[src/rtl/bmscr_pkg.sv]
package bmscr_pkg;

    // screen window layout
    localparam int unsigned SCREEN_SIZE = 6912;
    localparam int unsigned BITMAP_SIZE = 6144;
    localparam int unsigned ADDR_W      = 13;

    // configuration registers
    localparam int unsigned CFG_IDX_W    = 1;
    localparam int unsigned CFG_DATA_W   = 8;
    localparam logic [CFG_IDX_W-1:0] REG_MARGIN_X = 1'b0;
    localparam logic [CFG_IDX_W-1:0] REG_MARGIN_Y = 1'b1;
    localparam logic [CFG_DATA_W-1:0] MARGIN_RESET = 8'd20;

    typedef enum logic [1:0] {
        ST_CLEAR,
        ST_IDLE,
        ST_STORE,
        ST_EMIT
    } state_t;

    // controller to datapath
    typedef struct packed {
        logic clear;     // zero one store entry, advance sweep
        logic capture;   // latch incoming transaction
        logic store;     // write captured byte into the store
        logic rd_first;  // first store read for this transaction
        logic emit;      // load the output register
        logic rd_next;   // read the next cell row
    } dp_cmd_t;

    // datapath to controller
    typedef struct packed {
        logic clear_done;
        logic in_window;
        logic out_free;
        logic last;
    } dp_status_t;

    // 16-entry palette, upper half bright
    function automatic logic [23:0] palette(input logic [3:0] idx);
        logic [23:0] rgb;
        case (idx)
            4'd0:    rgb = 24'h000000;
            4'd1:    rgb = 24'h000080;
            4'd2:    rgb = 24'h800000;
            4'd3:    rgb = 24'h800080;
            4'd4:    rgb = 24'h008000;
            4'd5:    rgb = 24'h008080;
            4'd6:    rgb = 24'h808000;
            4'd7:    rgb = 24'h808080;
            4'd8:    rgb = 24'h000000;
            4'd9:    rgb = 24'h0000FF;
            4'd10:   rgb = 24'hFF0000;
            4'd11:   rgb = 24'hFF00FF;
            4'd12:   rgb = 24'h00FF00;
            4'd13:   rgb = 24'h00FFFF;
            4'd14:   rgb = 24'hFFFF00;
            4'd15:   rgb = 24'hFFFFFF;
            default: rgb = 24'h000000;
        endcase
        return rgb;
    endfunction

endpackage

[src/rtl/bmscr_ctrl.sv]
module bmscr_ctrl (
    input  logic                   aclk,
    input  logic                   aresetn,
    input  logic                   s_valid,
    output logic                   s_ready,
    input  bmscr_pkg::dp_status_t  status,
    output bmscr_pkg::dp_cmd_t     cmd
);
    import bmscr_pkg::*;

    state_t state_reg;
    state_t state_next;

    always_ff @(posedge aclk) begin
        if (!aresetn) begin
            state_reg <= ST_CLEAR;
        end else begin
            state_reg <= state_next;
        end
    end

    always_comb begin
        state_next = state_reg;
        case (state_reg)
            ST_CLEAR: begin
                if (status.clear_done) state_next = ST_IDLE;
            end
            ST_IDLE: begin
                if (s_valid) state_next = ST_STORE;
            end
            ST_STORE: begin
                state_next = status.in_window ? ST_EMIT : ST_IDLE;
            end
            ST_EMIT: begin
                if (status.out_free && status.last) state_next = ST_IDLE;
            end
            default: state_next = ST_CLEAR;
        endcase
    end

    always_comb begin
        cmd     = '0;
        s_ready = 1'b0;
        case (state_reg)
            ST_CLEAR: begin
                cmd.clear = 1'b1;
            end
            ST_IDLE: begin
                s_ready     = 1'b1;
                cmd.capture = s_valid;
            end
            ST_STORE: begin
                cmd.store    = status.in_window;
                cmd.rd_first = status.in_window;
            end
            ST_EMIT: begin
                cmd.emit    = status.out_free;
                cmd.rd_next = status.out_free && !status.last;
            end
            default: begin
                cmd = '0;
            end
        endcase
    end

endmodule

[config.mk]
export PLATFORM = sky130hd
export DESIGN_NAME = bmscr_ctrl
export DESIGN_NICKNAME = d
export VERILOG_FILES = /design/src/rtl/bmscr_pkg.sv /design/src/rtl/bmscr_ctrl.sv
export SDC_FILE = /design/constraint.sdc
export NUM_CORES = 1
export LEC_CHECK = 0
export BUFFER_PORTS_ARGS = -buffer_cell sky130_fd_sc_hd__buf_2
export CORE_AREA = 10 10 47 49
export CTS_BUF_LIST = sky130_fd_sc_hd__clkbuf_8 sky130_fd_sc_hd__clkbuf_16
export DETAILED_ROUTE_END_ITERATION = 16
export DIE_AREA = 0 0 57 59
export GPL_TIMING_DRIVEN = 0
export PLACE_DENSITY = 0.46
export SYNTH_ARGS = -nofsm -noshare
export SYNTH_HDL_FRONTEND = slang
export SYNTH_SLANG_ARGS = --single-unit
[constraint.sdc]
create_clock -name aclk -period 1.41 [get_ports aclk]
set_input_delay 0.3525 -clock aclk [delete_from_list [all_inputs] [get_ports aclk]]
set_output_delay 0.3525 -clock aclk [all_outputs]
set_load 0.01 [all_outputs]
==> Yosys cells after proc, flatten, opt, wreduce, memory -nomap -nowiden <==
Cells that the tools add are included.
{ "word_totals": {"reg_bits": 2, "in_bits": 7, "out_inout_bits": 7, "word_cells": 22} }
{ "classes": {"n_eq_ne": 6, "mux": 10, "reduce_logical": 5} }
{ "ops": {"columns": ["cell", "n"], "rows": [
  ["2-to-1 mux 2 bit", 6],
  ["one-hot mux 2 bit (4 select lines)", 1],
  ["inequality test 2 bit (second input constant)", 3],
  ["equality test 2 bit (second input constant)", 2],
  ["2-to-1 mux 1 bit", 3],
  ["AND reduction 3 bit", 1],
  ["equality test 2 x 1 -> 1 bit (second input constant)", 1],
  ["logical AND 1 bit", 2],
  ["logical NOT 2 bit", 1],
  ["logical NOT 1 bit", 1]
]} }

==> Logic depth before layout (Yosys ltp) <==
{ "logic_depth": {"depth_word": 3, "mapped_depth": 5, "ltp_nobuf": 5} }

==> Worst setup path before layout <==
OpenSTA, ideal clock, no wires.
{ "synth_timing": {"path_kind": "reg2reg", "from": "register state_reg[0]", "to": "register state_reg[0]", "setup_time_ns": 0.072, "arrival_ns": 1.352, "required_time_ns": 1.338, "slack_ns": -0.013, "path_stages_with_launch": 5, "n_path_buf": 0, "period_less_slack_ns": 1.423, "path_cell_list": "dfxtp_1 > inv_1 > ha_1 > a222oi_1 > mux2i_1"} }
{ "synth_between": {"elab_chain_cells": 3, "elab_cells_between_ends": 9, "cone_classes": "eq/ne (6); mux (1); reduce/logical (2)"} }
{ "synth_lines": {"columns": ["item", "line_no", "rtl"], "rows": [
  ["from (decl)", "bmscr_ctrl.sv:11", "state_t state_reg;"],
  ["from (signal assigned)", "bmscr_ctrl.sv:18", "state_reg <= state_next;"],
  ["equality test 2 bit (tied with other cells)", "bmscr_ctrl.sv:24", "case (state_reg)"],
  ["inequality test 2 bit (no source line)", null, null],
  ["AND reduction 3 bit (no source line)", null, null]
]} }
Several ways; a longest one is shown, not always the timed one.
A chain may end at the register's enable or synchronous reset.

==> results.yml <==
floorplan:
  dieArea_mm2: 0.003363
  core_area_mm2: 0.001401
  die_h_um: 59
  ioPinCount: 14
  rows: 14
  die_x_um: 57
  start_util_pct: 14.64
global_route:
  grt_first_pass_wirelength_um: 1041
  grt_pass1_vias: 229
  grt-ovfl-total: 0
  grt_usage_pct: 4.197
  grt_max_degree: 5
  antenna_found_initial: 0
finish:
  drive_above_1_share_pct: 75.56
  antennaDiodeCount: 0
  final_util_pct: 33.04
  layout.cells.non_filler: 61
  largest_reg_flops: 2
  syn_to_final_growth_pct: 125.6
  fin_nets: 59
worst_setup_path:
  crit_required_ns: 1.06
  cpLargestDelayFamily: "flip-flops"
  worstReg2RegStart: "state_reg[0]$_SDFFE_PN0P_"
  path_buf_inv: 1
  path_cells: "ha_4 > and2_4 > nor2b_1 > buf_2"
  worst_path_largest_cell_delay_ns: 0.35
  setup.worst_path.start_class: "register"
  endpoint_kind: "primary output"
  path_class: "register to primary output"
  crit_arrival_ns: 1.09
  startpoint: "state_reg[0]$_SDFFE_PN0P_"
  slowest_stage: "dfxtp_4"
  cp_max_fo: 4
sta:
  worst_pin_slew_ns: 0.2818
  finalWorstSetupSlack_ns: -0.03103
  clock_skew_ns: 0.003081
  period_needed_ns: 1.441
  relSlewSlack_pct: 81.22
  finalCritPeriodShare_pct: 102.2
  rsz0062_at_grt: "yes"
  hold_violations: 0
  max_freq_mhz: 694.0
  setup_viol_count_final: 4
  slew_violations: 0
routing:
  wl_per_cell_um: 11.26
  wl_met3_um: 102
  ant_nets: 0
  drtIter0Drc: 4
  totalWireLength_um: 687
  vias_per_cell: 4.016
  dr.pass1.iters: 6
  wl_met2_um: 305
  drc_errors: 0
  wl_met1_um: 257
  vias: 245
  highest_layer: "met4"
yosys:
  ys_ff_latch: 2
  synth_area_leaders: "ha_1, dfxtp_1, mux2i_1"
  ys_types: 11
  synth_nets: 36
  yosysTopAreaCell: "ha_1"
  syn_inst: 24
  seq_area_frac_synth_pct: 19.51
  yosysWarnings: 0
  synth_top_area_share_pct: 30.49
  avgSynthCellArea_um2: 8.550
  syn_area_um2: 205.2
min_path:
  min_from: "aresetn"
  hold_class: "input pin to register"
place:
  post-place-cells: 53
  port-buffer-count: 13
  dp_hpwl_um: 469.8
  place_congestion: 0.7592
cts:
  clk_pin_slew_worst_paths_ns: 0.03
  clk_latency_ns: 0.21
  clockBufferDepth: 2
  cts_sinks: 2
  htree_num_levels: 1
  cts_tree: "yes"
  numCtsBuffers: 3
  cts_root_buffer: "clkbuf_8"
job:
  maxCapViolations: 0
pwr:
  powerDensity_mw_per_mm2: 1289
  power_leakage_nw: 0.2214
  ir_drop_mv: 0.4884
outcome:
  outcome: "finished with violations"
  failed_checks: "negative setup slack"
-- cell usage after synthesis --
library cell and number:
ha_1 5, nor2b_1 1, inv_1 4, and2_1 3, mux2i_1 2, a222oi_1 1
buf_4 1, o211ai_1 1, nand2_1 3, dfxtp_1 2, nand2b_1 1
-- layout make-up --
class                           instances  area [µm²]
Timing Repair Buffer                   19       136.4
Fill cell                             153       938.4
Clock buffer                            3       41.29
Multi-Input combinational cell         17       202.7
Tap cell                               16       20.02
Sequential cell                         2       47.55
Inverter                                4       15.01
-- through the flow --
step	instance area [µm²]	hold WS, ns	total power, mW	setup WS, ns	setup TNS [ns]
after floorplan	209.0	0.4635	0.1985	0.03500	0
after global placement	294.0	0.4925	0.2546	-0.08495	-0.1620
after detailed placement	294.0	0.4949	0.2540	-0.1160	-0.2158
after CTS	419.2	0.4222	0.5701	-0.08062	-0.1042
after global routing	462.9	0.4377	0.6481	-0.07129	-0.2697
final	462.9	0.4265	0.5965	-0.03103	-0.08761
-- cells by family after synthesis --
family	synth area share (%)
buffers and inverters	10.97
adder cells (fa/ha/maj)	30.49
AND/OR/NAND/NOR	20.74
flip-flops	19.51
multiplexers	9.756
AO/OA/AOI/OAI	8.538
-- power by group --
| group | internal (mW) | switching (mW) |
|---|---|---|
| combinational | 0.153 | 0.120 |
| clock | 0.180 | 0.0436 |
| sequential | 0.0769 | 0.0233 |
| total | 0.410 | 0.187 |
-- final timing paths --
check                           depth (start not counted)  slack (ns)                   endpoint
worst min-delay path                                    3        0.43  state_reg[0]$_SDFFE_PN0P_
worst max register to register                          5        0.03  state_reg[1]$_SDFFE_PN0P_
worst max-delay path                                    4       -0.03                     cmd[0]
worst min register to register                          2        0.51  state_reg[0]$_SDFFE_PN0P_
-- cells in the final DEF, fill, tap and decap left out, types with 2 or more instances in the layout --
| cell | netlist | final |
|---|---|---|
| dfxtp_4 | 0 | 2 |
| ha_4 | 0 | 4 |
| buf_6 | 0 | 5 |
| inv_1 | 4 | 2 |
| mux2i_1 | 2 | 2 |
| buf_2 | 0 | 10 |
| buf_4 | 1 | 4 |
| inv_2 | 0 | 2 |
| and2_4 | 0 | 3 |
| clkbuf_8 | 0 | 3 |
| nand2_1 | 3 | 3 |
-- routing by layer --
metal,vias up,track usage (%)
met5,-,0
met4,0,4.027
met3,5,4.292
met2,11,5.581
met1,109,3.456
li1,120,-
-- worst min-delay path: cells and delay by family --
| kind | cells | cell delay, ns |
|---|---|---|
| buffers and inverters | 1 | 0.12 |
| AND/OR/NAND/NOR | 1 | 0.06 |
| multiplexers | 1 | 0.05 |
-- timing repair --
action | in CTS | in global routing
buffers inserted | 5 | 1
hold buffers | 0 | 0
pin swaps | 2 | 3
endpoints found under the setup margin | 6 | 6
resized for setup | 13 | 8
Power figures use the tool's default switching activity.
